===== config.mk =====
export PLATFORM = sky130hd
export DESIGN_NAME = iir_biquad_cascade_filter_core
export DESIGN_NICKNAME = d
export VERILOG_FILES = /design/src/hw/rtl/iirbq_pkg.sv /design/src/hw/rtl/iirbq_ram.sv /design/src/hw/rtl/iirbq_mac.sv /design/src/hw/rtl/iir_biquad_cascade_filter_core.sv
export SDC_FILE = /design/constraint.sdc
export NUM_CORES = 2
export LEC_CHECK = 0
export BUFFER_PORTS_ARGS = -buffer_cell sky130_fd_sc_hd__buf_2
export CORE_MARGIN = 4
export CORE_UTILIZATION = 35
export DETAILED_ROUTE_END_ITERATION = 6
export GPL_ROUTABILITY_DRIVEN = 1
export REMOVE_ABC_BUFFERS = 1
export SETUP_SLACK_MARGIN = 0.15
export SLEW_MARGIN = 0
export SYNTH_ARGS = -nofsm -noshare
export SYNTH_HDL_FRONTEND = slang
export SYNTH_SLANG_ARGS = --single-unit
export TNS_END_PERCENT = 50

===== constraint.sdc =====
create_clock -name clk -period 15.4 [get_ports clk]
set_input_delay 0.77 -clock clk [delete_from_list [all_inputs] [get_ports clk]]
set_output_delay 0.77 -clock clk [all_outputs]
set_load 0.05 [all_outputs]

===== src/hw/rtl/iirbq_pkg.sv =====
`timescale 1ns / 1ps

package iirbq_pkg;

	// Fixed word widths of the datapath.
	localparam int SAMPLE_W = 16;
	localparam int COEF_W   = 16;
	localparam int DATA_W   = 32;
	localparam int PROD_W   = COEF_W + DATA_W;

	// Storage layout of one section.
	localparam int COEFS_PER_SEC  = 6;
	localparam int DELAYS_PER_SEC = 4;
	localparam int WARMUP_PER_SEC = 4;

	// Coefficient slots within a section.
	localparam logic [2:0] SLOT_B0 = 3'd0;
	localparam logic [2:0] SLOT_B1 = 3'd1;
	localparam logic [2:0] SLOT_B2 = 3'd2;
	localparam logic [2:0] SLOT_A1 = 3'd4;
	localparam logic [2:0] SLOT_A2 = 3'd5;

	// Delay slots within a section.
	localparam logic [1:0] DLY_X1 = 2'd0;
	localparam logic [1:0] DLY_X2 = 2'd1;
	localparam logic [1:0] DLY_Y1 = 2'd2;
	localparam logic [1:0] DLY_Y2 = 2'd3;

	// Sequencer steps within one section.
	localparam int         STEP_W       = 3;
	localparam logic [2:0] STEP_TERM_B0 = 3'd0;
	localparam logic [2:0] STEP_TERM_B1 = 3'd1;
	localparam logic [2:0] STEP_TERM_B2 = 3'd2;
	localparam logic [2:0] STEP_TERM_A1 = 3'd3;
	localparam logic [2:0] STEP_TERM_A2 = 3'd4;
	localparam logic [2:0] STEP_LAST    = 3'd5;
	localparam logic [2:0] STEP_WR_X1   = 3'd2;
	localparam logic [2:0] STEP_WR_X2   = 3'd3;
	localparam logic [2:0] STEP_WR_Y2   = 3'd5;

	// Input kinds carried in tuser.
	localparam logic OP_SAMPLE = 1'b0;
	localparam logic OP_COEF   = 1'b1;

	// One term of the section sum.
	typedef enum logic [2:0] {
		TERM_B0,
		TERM_B1,
		TERM_B2,
		TERM_A1,
		TERM_A2
	} term_t;

	// Tag that travels with a term through the multiply-accumulate unit.
	typedef struct packed {
		logic  vld;
		term_t term;
	} mac_ctl_t;

	typedef enum logic [1:0] {
		ST_IDLE,
		ST_RUN,
		ST_DRAIN,
		ST_DONE
	} state_t;

	function automatic term_t step_term(input logic [STEP_W-1:0] step);
		term_t t;
		case (step)
			STEP_TERM_B0: t = TERM_B0;
			STEP_TERM_B1: t = TERM_B1;
			STEP_TERM_B2: t = TERM_B2;
			STEP_TERM_A1: t = TERM_A1;
			default:      t = TERM_A2;
		endcase
		return t;
	endfunction

	function automatic logic [2:0] term_slot(input term_t t);
		logic [2:0] s;
		case (t)
			TERM_B0: s = SLOT_B0;
			TERM_B1: s = SLOT_B1;
			TERM_B2: s = SLOT_B2;
			TERM_A1: s = SLOT_A1;
			default: s = SLOT_A2;
		endcase
		return s;
	endfunction

	function automatic logic [1:0] term_delay(input term_t t);
		logic [1:0] d;
		case (t)
			TERM_B1: d = DLY_X1;
			TERM_B2: d = DLY_X2;
			TERM_A1: d = DLY_Y1;
			default: d = DLY_Y2;
		endcase
		return d;
	endfunction

	// Feedback terms are subtracted from the running sum.
	function automatic logic term_sub(input term_t t);
		return (t == TERM_A1) || (t == TERM_A2);
	endfunction

endpackage


===== src/hw/rtl/iirbq_ram.sv =====
`timescale 1ns / 1ps

module iirbq_ram #(
	parameter int WIDTH = 16,
	parameter int DEPTH = 48
) (
	input  logic                     clk,
	input  logic                     arst_n,
	input  logic                     wr_en,
	input  logic [$clog2(DEPTH)-1:0] wr_addr,
	input  logic [WIDTH-1:0]         wr_data,
	input  logic [$clog2(DEPTH)-1:0] rd_addr,
	output logic [WIDTH-1:0]         rd_data
);

	logic [WIDTH-1:0] mem [DEPTH];
	logic [DEPTH-1:0] vld_q;
	logic [WIDTH-1:0] rd_data_q;
	logic             rd_vld_q;

	// Storage array with a registered read port.
	always_ff @(posedge clk) begin
		if (wr_en) begin
			mem[wr_addr] <= wr_data;
		end
		rd_data_q <= mem[rd_addr];
	end

	// One valid bit per entry so that an unwritten entry reads as zero.
	always_ff @(posedge clk or negedge arst_n) begin
		if (!arst_n) begin
			vld_q    <= '0;
			rd_vld_q <= 1'b0;
		end else begin
			if (wr_en) begin
				vld_q[wr_addr] <= 1'b1;
			end
			rd_vld_q <= vld_q[rd_addr];
		end
	end

	assign rd_data = rd_vld_q ? rd_data_q : '0;

endmodule


===== src/hw/rtl/iirbq_mac.sv =====
`timescale 1ns / 1ps

module iirbq_mac #(
	parameter int FRAC_BITS = 14
) (
	input  logic                                  clk,
	input  logic                                  arst_n,
	input  iirbq_pkg::mac_ctl_t                   ctl_s1,
	input  logic signed [iirbq_pkg::COEF_W-1:0]   coef,
	input  logic signed [iirbq_pkg::DATA_W-1:0]   data,
	output iirbq_pkg::mac_ctl_t                   ctl_s2,
	output logic signed [iirbq_pkg::DATA_W-1:0]   acc,
	output logic signed [iirbq_pkg::DATA_W-1:0]   acc_next
);

	import iirbq_pkg::*;

	localparam int PW    = PROD_W - FRAC_BITS;
	localparam int ACC_W = (PW > DATA_W) ? PW : DATA_W;
	localparam int SUM_W = ACC_W + 1;

	localparam logic signed [SUM_W-1:0] SAT_HI = SUM_W'(32'sh7fff_ffff);
	localparam logic signed [SUM_W-1:0] SAT_LO = SUM_W'($signed(32'h8000_0000));

	logic signed [PROD_W-1:0] mul_w;
	logic signed [PW-1:0]     prod_s2;
	logic signed [ACC_W-1:0]  acc_q;
	logic signed [ACC_W-1:0]  acc_d;
	logic signed [SUM_W-1:0]  sum_w;
	logic signed [SUM_W-1:0]  addend_w;

	// Multiply and scale down; the arithmetic shift rounds toward minus infinity.
	assign mul_w = coef * data;

	always_ff @(posedge clk) begin
		prod_s2 <= PW'(mul_w >>> FRAC_BITS);
	end

	always_ff @(posedge clk or negedge arst_n) begin
		if (!arst_n) begin
			ctl_s2 <= '0;
		end else begin
			ctl_s2 <= ctl_s1;
		end
	end

	// The first term loads the sum; the others add or subtract and saturate to 32 bits.
	always_comb begin
		addend_w = SUM_W'(prod_s2);
		if (term_sub(ctl_s2.term)) begin
			sum_w = SUM_W'(acc_q) - addend_w;
		end else begin
			sum_w = SUM_W'(acc_q) + addend_w;
		end
		if (ctl_s2.term == TERM_B0) begin
			acc_d = ACC_W'(prod_s2);
		end else if (sum_w > SAT_HI) begin
			acc_d = ACC_W'(SAT_HI);
		end else if (sum_w < SAT_LO) begin
			acc_d = ACC_W'(SAT_LO);
		end else begin
			acc_d = ACC_W'(sum_w);
		end
	end

	always_ff @(posedge clk) begin
		if (ctl_s2.vld) begin
			acc_q <= acc_d;
		end
	end

	assign acc      = DATA_W'(acc_q);
	assign acc_next = DATA_W'(acc_d);

endmodule


===== src/hw/rtl/iir_biquad_cascade_filter_core.sv =====
`timescale 1ns / 1ps
// A sample transaction is accepted only in idle, and the next one only after its result has been
// loaded into the output register; the shared multiply-accumulate unit takes five terms per section,
// plus an idle step before a section's sum feeds the next section. Coefficient writes are taken in idle.
// Reset clears the stored coefficients and delays (through per-entry valid bits), the warm-up
// count and the output valid flag; sections reset to 1.

module iir_biquad_cascade_filter_core #(
	parameter int MAX_SECTIONS   = 8,
	parameter int COEF_FRAC_BITS = 14
) (
	input  logic        clk,
	input  logic        arst_n,
	input  logic        cfg_we,
	input  logic [3:0]  cfg_wdata,
	input  logic        s_tvalid,
	output logic        s_tready,
	input  logic [39:0] s_tdata,   // sample_in, section_sel, coef_sel, coef_value, zero pad
	input  logic        s_tuser,   // op
	output logic        m_tvalid,
	input  logic        m_tready,
	output logic [15:0] m_tdata,   // sample_out
	output logic        m_tuser    // settled
);

	import iirbq_pkg::*;

	localparam int SEC_W   = (MAX_SECTIONS > 1) ? $clog2(MAX_SECTIONS) : 1;
	localparam int CNT_W   = $clog2(MAX_SECTIONS + 1);
	localparam int WU_W    = $clog2(WARMUP_PER_SEC * MAX_SECTIONS + 1);
	localparam int C_DEPTH = MAX_SECTIONS * COEFS_PER_SEC;
	localparam int D_DEPTH = MAX_SECTIONS * DELAYS_PER_SEC;
	localparam int CADDR_W = $clog2(C_DEPTH);
	localparam int DADDR_W = $clog2(D_DEPTH);
	localparam int CSUM_W  = SEC_W + 3;

	// Input fields.
	logic                       in_op;
	logic signed [SAMPLE_W-1:0] in_sample;
	logic [2:0]                 in_sec;
	logic [2:0]                 in_slot;
	logic [COEF_W-1:0]          in_coef;

	assign in_op     = s_tuser;
	assign in_sample = $signed(s_tdata[15:0]);
	assign in_sec    = s_tdata[18:16];
	assign in_slot   = s_tdata[21:19];
	assign in_coef   = s_tdata[37:22];

	state_t                     state_q;
	state_t                     state_d;
	logic [STEP_W-1:0]          step_q;
	logic [SEC_W-1:0]           sec_q;
	logic [SEC_W-1:0]           d2_sec_q;
	logic [3:0]                 num_sec_q;
	logic [CNT_W-1:0]           n_eff;
	logic                       last_sec;
	logic signed [SAMPLE_W-1:0] sample_q;
	logic signed [DATA_W-1:0]   xin_q;
	logic signed [DATA_W-1:0]   d0old_q;
	logic signed [DATA_W-1:0]   d2old_q;
	logic [WU_W-1:0]            warm_q;
	logic [WU_W-1:0]            limit_w;
	logic                       settled_w;
	logic                       m_tvalid_q;
	logic [15:0]                out_sample_q;
	logic                       out_settled_q;
	logic signed [15:0]         sat16_w;
	logic                       out_load;

	mac_ctl_t                   rd_ctl;
	mac_ctl_t                   ctl_s1;
	mac_ctl_t                   mac_st;
	logic                       first_s1;

	logic                       coef_wr_en;
	logic [CADDR_W-1:0]         coef_wr_addr;
	logic [CADDR_W-1:0]         coef_rd_addr;
	logic [COEF_W-1:0]          coef_rd;

	logic                       dly_wr_en;
	logic [DADDR_W-1:0]         dly_wr_addr;
	logic [DATA_W-1:0]          dly_wr_data;
	logic [DADDR_W-1:0]         dly_rd_addr;
	logic [DATA_W-1:0]          dly_rd;

	logic signed [DATA_W-1:0]   mac_acc;
	logic signed [DATA_W-1:0]   mac_acc_next;
	logic signed [DATA_W-1:0]   x_cur;
	logic signed [DATA_W-1:0]   mac_data;

	// Sections in use: zero counts as one, large values clamp to the maximum.
	always_comb begin
		if (num_sec_q == '0) begin
			n_eff = CNT_W'(1);
		end else if (int'(num_sec_q) > MAX_SECTIONS) begin
			n_eff = CNT_W'(MAX_SECTIONS);
		end else begin
			n_eff = CNT_W'(num_sec_q);
		end
	end

	assign last_sec  = (int'(sec_q) + 1) == int'(n_eff);
	assign limit_w   = WU_W'(int'(n_eff) * WARMUP_PER_SEC);
	assign settled_w = warm_q >= limit_w;
	assign out_load  = (state_q == ST_DONE) && (!m_tvalid_q || m_tready);

	// Next state.
	always_comb begin
		state_d = state_q;
		case (state_q)
			ST_IDLE: begin
				if (s_tvalid && (in_op == OP_SAMPLE)) begin
					state_d = ST_RUN;
				end
			end
			ST_RUN: begin
				if ((step_q == STEP_LAST) && last_sec) begin
					state_d = ST_DRAIN;
				end
			end
			ST_DRAIN: begin
				state_d = ST_DONE;
			end
			ST_DONE: begin
				if (out_load) begin
					state_d = ST_IDLE;
				end
			end
			default: begin
				state_d = ST_IDLE;
			end
		endcase
	end

	// Sequencer outputs: handshake, memory reads and coefficient writes.
	always_comb begin
		s_tready    = 1'b0;
		rd_ctl.vld  = 1'b0;
		rd_ctl.term = TERM_B0;
		coef_wr_en  = 1'b0;
		case (state_q)
			ST_IDLE: begin
				s_tready   = 1'b1;
				coef_wr_en = s_tvalid && (in_op == OP_COEF) &&
					(int'(in_sec) < MAX_SECTIONS) && (int'(in_slot) < COEFS_PER_SEC);
			end
			ST_RUN: begin
				if (step_q <= STEP_TERM_A2) begin
					rd_ctl.vld  = 1'b1;
					rd_ctl.term = step_term(step_q);
				end
			end
			default: begin
				s_tready = 1'b0;
			end
		endcase
	end

	assign coef_wr_addr = CADDR_W'(CSUM_W'(SEC_W'(in_sec)) * CSUM_W'(COEFS_PER_SEC) +
		CSUM_W'(in_slot));
	assign coef_rd_addr = CADDR_W'(CSUM_W'(sec_q) * CSUM_W'(COEFS_PER_SEC) +
		CSUM_W'(term_slot(rd_ctl.term)));
	assign dly_rd_addr  = DADDR_W'({sec_q, term_delay(rd_ctl.term)});

	// Delay write-back: the new output y1 as soon as the sum completes, the shifted
	// taps on fixed steps after their old values have been read.
	always_comb begin
		dly_wr_en   = 1'b0;
		dly_wr_addr = '0;
		dly_wr_data = '0;
		if (mac_st.vld && (mac_st.term == TERM_A2)) begin
			dly_wr_en   = 1'b1;
			dly_wr_addr = DADDR_W'({d2_sec_q, DLY_Y1});
			dly_wr_data = mac_acc_next;
		end else if (state_q == ST_RUN) begin
			case (step_q)
				STEP_WR_X1: begin
					dly_wr_en   = 1'b1;
					dly_wr_addr = DADDR_W'({sec_q, DLY_X1});
					dly_wr_data = xin_q;
				end
				STEP_WR_X2: begin
					dly_wr_en   = 1'b1;
					dly_wr_addr = DADDR_W'({sec_q, DLY_X2});
					dly_wr_data = d0old_q;
				end
				STEP_WR_Y2: begin
					dly_wr_en   = 1'b1;
					dly_wr_addr = DADDR_W'({sec_q, DLY_Y2});
					dly_wr_data = d2old_q;
				end
				default: begin
					dly_wr_en = 1'b0;
				end
			endcase
		end
	end

	// Control registers.
	always_ff @(posedge clk or negedge arst_n) begin
		if (!arst_n) begin
			state_q    <= ST_IDLE;
			step_q     <= '0;
			sec_q      <= '0;
			num_sec_q  <= 4'd1;
			warm_q     <= '0;
			m_tvalid_q <= 1'b0;
			ctl_s1     <= '0;
		end else begin
			state_q <= state_d;
			ctl_s1  <= rd_ctl;
			if (cfg_we) begin
				num_sec_q <= cfg_wdata;
			end
			if (state_q == ST_IDLE) begin
				step_q <= '0;
				sec_q  <= '0;
			end else if (state_q == ST_RUN) begin
				if (step_q == STEP_LAST) begin
					step_q <= '0;
					if (!last_sec) begin
						sec_q <= sec_q + SEC_W'(1);
					end
				end else begin
					step_q <= step_q + STEP_W'(1);
				end
			end
			if (out_load) begin
				m_tvalid_q <= 1'b1;
				if (!settled_w) begin
					warm_q <= warm_q + WU_W'(1);
				end
			end else if (m_tready) begin
				m_tvalid_q <= 1'b0;
			end
		end
	end

	// Operand for the feed-forward term: the sample for the first section,
	// the previous section's sum otherwise.
	assign x_cur    = first_s1 ? DATA_W'(sample_q) : mac_acc;
	assign mac_data = (ctl_s1.term == TERM_B0) ? x_cur : $signed(dly_rd);

	// Datapath registers.
	always_ff @(posedge clk) begin
		first_s1 <= (sec_q == '0);
		if ((state_q == ST_IDLE) && s_tvalid) begin
			sample_q <= in_sample;
		end
		if ((state_q == ST_RUN) && (step_q == STEP_LAST)) begin
			d2_sec_q <= sec_q;
		end
		if (ctl_s1.vld) begin
			case (ctl_s1.term)
				TERM_B0: xin_q   <= x_cur;
				TERM_B1: d0old_q <= $signed(dly_rd);
				TERM_A1: d2old_q <= $signed(dly_rd);
				default: begin
				end
			endcase
		end
	end

	// Output saturation to 16 bits and the output register.
	always_comb begin
		if (mac_acc > 32'sd32767) begin
			sat16_w = 16'sh7fff;
		end else if (mac_acc < -32'sd32768) begin
			sat16_w = $signed(16'h8000);
		end else begin
			sat16_w = 16'(mac_acc);
		end
	end

	always_ff @(posedge clk) begin
		if (out_load) begin
			out_sample_q  <= sat16_w;
			out_settled_q <= settled_w;
		end
	end

	assign m_tvalid = m_tvalid_q;
	assign m_tdata  = out_sample_q;
	assign m_tuser  = out_settled_q;

	iirbq_ram #(
		.WIDTH(COEF_W),
		.DEPTH(C_DEPTH)
	) u_coef_ram (
		.clk    (clk),
		.arst_n (arst_n),
		.wr_en  (coef_wr_en),
		.wr_addr(coef_wr_addr),
		.wr_data(in_coef),
		.rd_addr(coef_rd_addr),
		.rd_data(coef_rd)
	);

	iirbq_ram #(
		.WIDTH(DATA_W),
		.DEPTH(D_DEPTH)
	) u_delay_ram (
		.clk    (clk),
		.arst_n (arst_n),
		.wr_en  (dly_wr_en),
		.wr_addr(dly_wr_addr),
		.wr_data(dly_wr_data),
		.rd_addr(dly_rd_addr),
		.rd_data(dly_rd)
	);

	iirbq_mac #(
		.FRAC_BITS(COEF_FRAC_BITS)
	) u_mac (
		.clk     (clk),
		.arst_n  (arst_n),
		.ctl_s1  (ctl_s1),
		.coef    ($signed(coef_rd)),
		.data    (mac_data),
		.ctl_s2  (mac_st),
		.acc     (mac_acc),
		.acc_next(mac_acc_next)
	);

endmodule

# Word-level counts from Yosys, hierarchy flattened
# Memory sizes are Yosys's and may differ from the RTL's. A register that Yosys moved wholly into a read port is not among the register bits.
# Index checks and enable logic that the tools add are counted.
dict set report op_classes {
  n_bitwise 4
  n_mux 52
  multipliers 3
  magnitude_cmp 14
  n_eq_ne 19
  n_addsub 8
  reduce_logical 30
}
# op n
set ops {}
lappend ops {{32-bit two-way mux} 5}
lappend ops {{34-bit two-way mux} 3}
lappend ops {{32-bit one-hot mux with 3 select lines} 1}
lappend ops {{16-bit by 32-bit multiplier with 48-bit output} 1}
lappend ops {{48-bit bitwise OR} 1}
lappend ops {{34-bit by 34-bit adder with 35-bit output} 1}
lappend ops {{35-bit by 32-bit > comparator with 1-bit output (second input constant)} 1}
lappend ops {{35-bit by 32-bit less-than comparator with 1-bit output (second input constant)} 1}
lappend ops {{35-bit two-way mux} 1}
lappend ops {{34-bit by 34-bit subtractor with 35-bit output} 1}
lappend ops {{32-bit by 16-bit > comparator with 1-bit output (second input constant)} 1}
lappend ops {{32-bit by 16-bit less-than comparator with 1-bit output (second input constant)} 1}
lappend ops {{16-bit two-way mux} 2}
lappend ops {{32-bit bitwise OR} 1}
lappend ops {{3-bit one-hot mux with 4 select lines} 2}
lappend ops {{3-bit two-way mux} 7}
lappend ops {{3-bit by 2-bit == test with 1-bit output (second input constant)} 6}
lappend ops {{4-bit two-way mux} 4}
lappend ops {{3-bit zero test} 5}
lappend ops {{1-bit two-way mux} 15}
lappend ops {{5-bit one-hot mux with 3 select lines} 1}
lappend ops {{6-bit by 7-bit less-than comparator with 1-bit output (second input constant)} 2}
lappend ops {{6-bit by 3-bit adder with 6-bit output} 2}
lappend ops {{5-bit by 6-bit less-than comparator with 1-bit output (second input constant)} 2}
lappend ops {{other kinds (35)} 63}
dict set report totals {
  out_inout_bits 19
  inputBits 50
  register_bits 310
  n_memories 2
  ramBits 1792
}
# name depth word_bits read_ports rd_clocked_by_memory_dff wr line_no
set memory_table {}
lappend memory_table {u_delay_ram.mem 32 32 1 1 1 iirbq_ram.sv:16} ;# logic [WIDTH-1:0] mem [DEPTH];
lappend memory_table {u_coef_ram.mem 48 16 1 1 1 iirbq_ram.sv:16}

# Longest topological paths before layout
dict set report depth {
  depth_word 9
  depth_mapped 31
}

# Hierarchy
# From an unflattened synthesis, not the netlist that was laid out.
dict set report hier_totals {
  hier_cells 7181
  hier_area_um2 104853.1
}
# mod seq_area_each_um2 area_each_um2 cells_per_inst instances
set modules_own_cells {}
lappend modules_own_cells {{iirbq_ram (u_delay_ram)} 32215.9 42070.3 2399 1}
lappend modules_own_cells {{iirbq_ram (u_coef_ram)} 24608.6 32403.6 1651 1}
lappend modules_own_cells {iirbq_mac 1801.7 22609.2 2540 1}
lappend modules_own_cells {iir_biquad_cascade_filter_core 4560.6 7770.0 591 1}

# Worst setup path after synthesis
# OpenSTA, ideal clock, no wires.
dict set report synth_timing {
  kind {reg2reg}
  startpoint {register ctl_s1[1] (netlist name)}
  endpoint {register u_mac.prod_s2[33]}
  required_time_ns 15.280
  setup_time_ns 0.120
  stages_incl_launch_ff 28
  slack_ns 7.740
  synth_period_minus_slack_ns 7.660
  arrival_ns 7.540
  path_cell_list {dfrtp_1 -> or3_1 -> buf_2 -> clkbuf_1 -> buf_1 -> o21ai_1 -> nand2_1 -> fa_1 -> inv_1 -> fa_1 -> fa_1 -> fa_1 -> fa_1 -> inv_1 -> fa_1 -> inv_1 -> ha_1 -> clkbuf_1 -> a21o_1 -> o21bai_1 -> a221oi_1 -> o22ai_1 -> or3b_1 -> a31oi_2 -> nor4_1 -> or3_1 -> a21oi_1 -> xnor2_1}
}
dict set report synth_between {
  elab_chain_len 3
}
# item line_no
set synth_lines {}
lappend synth_lines {{3-bit zero test} iir_biquad_cascade_filter_core.sv:243} ;# assign mac_data = (ctl_s1.term == TERM_B0) ? x_cur : $signed(dly_rd);
lappend synth_lines {{32-bit two-way mux} iir_biquad_cascade_filter_core.sv:243}
lappend synth_lines {{16-bit by 32-bit multiplier with 48-bit output} iirbq_mac.sv:33} ;# assign mul_w = coef * data;
lappend synth_lines {{via u_mac.mul_w[47]} iirbq_mac.sv:25} ;# logic signed [PROD_W-1:0] mul_w;
lappend synth_lines {{end signal, assigned} iirbq_mac.sv:36} ;# prod_s2 <= PW'(mul_w >>> FRAC_BITS);
lappend synth_lines {{end, declared} iirbq_mac.sv:26} ;# logic signed [PW-1:0] prod_s2;
# The timed path passes the listed nets, and every way through them passes these cells.
# A chain may end at the register's enable or synchronous reset.

# Worst setup path in the final report
dict set report layout_timing {
  startpoint {register first_s1}
  endpoint {register u_mac.prod_s2[33]}
}
dict set report layout_between {
  elab_chain_len 3
}
# item line_no
set layout_lines {}
lappend layout_lines {{start, declared} iir_biquad_cascade_filter_core.sv:74} ;# logic first_s1;
lappend layout_lines {{start signal, assigned} iir_biquad_cascade_filter_core.sv:247} ;# first_s1 <= (sec_q == '0);
lappend layout_lines {{32-bit two-way mux} iir_biquad_cascade_filter_core.sv:242} ;# assign x_cur = first_s1 ? DATA_W'(sample_q) : mac_acc;
lappend layout_lines {{via x_cur[15]} iir_biquad_cascade_filter_core.sv:89} ;# logic signed [DATA_W-1:0] x_cur;
lappend layout_lines {{32-bit two-way mux} iir_biquad_cascade_filter_core.sv:243}
lappend layout_lines {{16-bit by 32-bit multiplier with 48-bit output} iirbq_mac.sv:33}
lappend layout_lines {{via u_mac.mul_w[47]} iirbq_mac.sv:25}
# The timed path passes the listed nets, and every way through them passes these cells.

==> results.json <==
{
  "ir_worst_vdd_v": 0.0001193,
  "grt_pass1_vias": 63520,
  "swShare": 0.3491,
  "drv_slew": 0,
  "pin_count": 69,
  "min_path_type": "input pin to register",
  "grt_max_degree": 204,
  "p_clk_frac": 0.288,
  "layout_common_cells": "1,958 x edfxtp_1, 1,530 x nand2_1, 633 x inv_1",
  "cts_setup_buffers": 0,
  "setup_viol": 0,
  "fin_tns_setup_ns": 0,
  "power_mw": 18.40,
  "drv_cap": 0,
  "async_flop_share": 0.05070,
  "p_int_mw": 11.97,
  "syn_to_final_growth_pct": 12.65,
  "routabilityCongestion": 0.8860,
  "grt.overflow.total": 0,
  "cp.required_ns": 16.10,
  "num_vias": 62780,
  "relSlewSlack": 0.1168,
  "io_buffers": 66,
  "drc": 0,
  "tightest_slew_ns": 1.325,
  "p_per_area_nw_per_um2": 157.1,
  "yosysUniqueCellTypes": 83,
  "dieHeight_um": 552.9,
  "avgViaCountPerCell": 5.301,
  "finalCoreUtilization": 0.3971,
  "cts_tree": "done",
  "cp-start-kind": "register",
  "max_freq_ghz": 0.1079,
  "cts_buffer_depth": 4,
  "drive_above_1_share": 0.1561,
  "syn_area_sq_um": 103900,
  "rsz0062_at_grt": "no",
  "clkTransAtPathRegs_ns": 0.06,
  "start_util": 0.3525,
  "status": "completed",
  "ys_seq_elements": 2150,
  "cts.sink_count": 2150,
  "postSynthCellCount": 7636,
  "drt_iter0_markers": 6132,
  "routedWlPerCell_um": 23.69,
  "crit_arrival_ns": 9.97,
  "power_frac_seq": 0.377,
  "dr.pass1.iters": 6,
  "yosysWarnings": 0,
  "path_max_fanout": 33,
  "numCtsBuffers": 217,
  "finalCritPeriodShare": 0.6016,
  "comb_power_share": 0.335,
  "drtAntennaViolNets": 0,
  "end_kind": "register",
  "stdcell_count": 11840,
  "wl_um": 280500,
  "clkLatencyLatePin_ns": 0.92,
  "root_buffer": "clkbuf_16",
  "synth-seq-area-share": 0.6080,
  "dp_hpwl_um": 168100,
  "core_area_sq_um": 294800,
  "clock_skew_ns": 0.1197,
  "hold_violations": 0,
  "dp_cells": 11430,
  "ys.flop_type": "edfxtp_1",
  "groute.usage.overall": 0.1803,
  "synth_edf_count": 1958,
  "htreeDepth": 4,
  "mostFrequentLayoutCell": "edfxtp_1",
  "p_leak_nw": 43.61,
  "min_period_ns": 9.264,
  "die_x_um": 552.9,
  "syn_area_per_cell_sq_um": 13.61,
  "dieArea_sq_um": 305700,
  "timing.hold.ws_ns": 0.1283,
  "num_rows": 199,
  "grt_pass1_wl_um": 417100,
  "criticalPathCategory": "register to register",
  "antenna_found_initial": 5,
  "switching_power_mw": 6.423,
  "fin_nets": 8442
}
-- timing repair --
item	CTS	global route
gates resized for setup	0	0
endpoints found under the hold margin	40	0
hold buffers	1	0
-- state kept, by name, summed over array words and instances (netlist names), 34 cells and up --
name              cells
u_coef_ram.mem      768
u_coef_ram.vld_q     48
u_delay_ram.mem    1024
u_mac.acc_q          34
u_mac.prod_s2        34
-- cells by family (layout without fill, tap and decap cells) --
logic type | Yosys count | count (layout) | share of synthesized area
AND/OR/NAND/NOR | 2513 | 2513 | 0.1044
flip-flops | 2150 | 2150 | 0.6080
buffers and inverters | 1032 | 1307 | 0.03808
AO/OA/AOI/OAI | 772 | 772 | 0.04782
adder cells (fa/ha/maj) | 658 | 658 | 0.1146
multiplexers | 396 | 396 | 0.07728
XOR/XNOR | 115 | 115 | 0.009764
other | 0 | 12 | 0
-- final timing paths --
| check | start | to | slack [ns] | cells after the start |
|---|---|---|---|---|
| worst max-delay path | first_s1 | u_mac.prod_s2[33] | 6.14 | 25 |
| worst min-delay path | s_tdata[6] | sample_q[6] | 0.13 | 1 |
| worst max register to register | first_s1 | u_mac.prod_s2[33] | 6.14 | 25 |
| worst min register to register | ctl_s1[3] | u_mac.ctl_s2[3] | 0.42 | 0 |
| max in group asynchronous | arst_n | sec_q[1] | 13.44 | 3 |
| min in group asynchronous | arst_n | u_coef_ram.vld_q[18] | 0.50 | 2 |
-- worst max-delay path, cell delays in order (launching register included) --
cell     delay (ns)
dfxtp_2        0.31
buf_4          0.45
nand2_1        0.58
o21ai_0        0.41
nand2_1        0.12
o21ai_1        0.62
nand2_1        0.18
fa_1           0.55
fa_1           0.53
fa_1           0.51
inv_1          0.05
fa_1           0.49
fa_1           0.55
inv_1          0.06
fa_1           0.47
inv_1          0.05
ha_1           0.39
nand3_1        0.20
or4_1          0.56
o22ai_1        0.34
or3b_1         0.27
a31oi_2        0.18
nor4_1         0.75
or3_1          0.25
a21oi_1        0.09
xnor2_1        0.13
-- cells in the mapped netlist (32+ instances only) --
| cell type | number | area [sq um] |
|---|---|---|
| buf_2 | 49 | 245.2 |
| fa_1 | 490 | 9809 |
| nor2_1 | 421 | 1580 |
| a21oi_1 | 118 | 590.6 |
| o22ai_1 | 32 | 200.2 |
| edfxtp_1 | 1958 | 58800 |
| a222oi_1 | 33 | 330.3 |
| mux2_2 | 41 | 461.7 |
| xor2_1 | 36 | 315.3 |
| mux2i_1 | 34 | 340.3 |
| mux4_2 | 321 | 7229 |
| nand2_1 | 1530 | 5743 |
| dfxtp_1 | 83 | 1662 |
| a21o_1 | 38 | 285.3 |
| clkbuf_1 | 321 | 1205 |
| xnor2_1 | 78 | 683.2 |
| inv_1 | 633 | 2376 |
| dfrtp_1 | 108 | 2703 |
| ha_1 | 168 | 2102 |
| and3_1 | 275 | 1720 |
| o21ai_0 | 113 | 565.5 |
| and2_1 | 40 | 250.2 |
| a31oi_1 | 271 | 1695 |
| or2_2 | 86 | 538.0 |
-- cell type report --
cell class	count	area [sq um]
fillers	27270	177700
inverters	635	2389
clock buffers	273	5832
well taps	3919	4903
clock inverters	123	1261
flip-flops and latches	2150	63190
multi-input cells	4454	37470
repair buffers	276	1987
diodes	12	30.03
-- per-layer routing --
layer  vias up  GRT usage  wire, um  share of wire
met1     32660     0.2555    120100           0.43
li1      27300          -         -              -
met4         4    0.05098      8068          0.029
met2      2388     0.2884    131300           0.47
met3       429    0.02796     21070          0.075
met5         -          0        28        0.00010
-- power groups by stage --
stage / Sequential (mW) / Combinational [mW] / Clock (mW)
finish: 6.94 / 6.17 / 5.29
global route: 6.96 / 6.79 / 5.64
CTS: 6.93 / 6.17 / 5.40
detailed placement: 7.05 / 6.12 / 0
global placement: 7.05 / 6.06 / 0
floorplan: 6.97 / 5.09 / 0
-- stage by stage --
step,instance area (sq um),setup WS (ns)
2_1_floorplan,102300,-30.61
3_3_place_gp,109900,6.391
3_5_place_dp,109900,6.344
4_1_cts,117000,6.306
5_1_grt,117100,5.714
6_report,117100,6.136
Note: power is estimated with default switching activity, not from simulation.
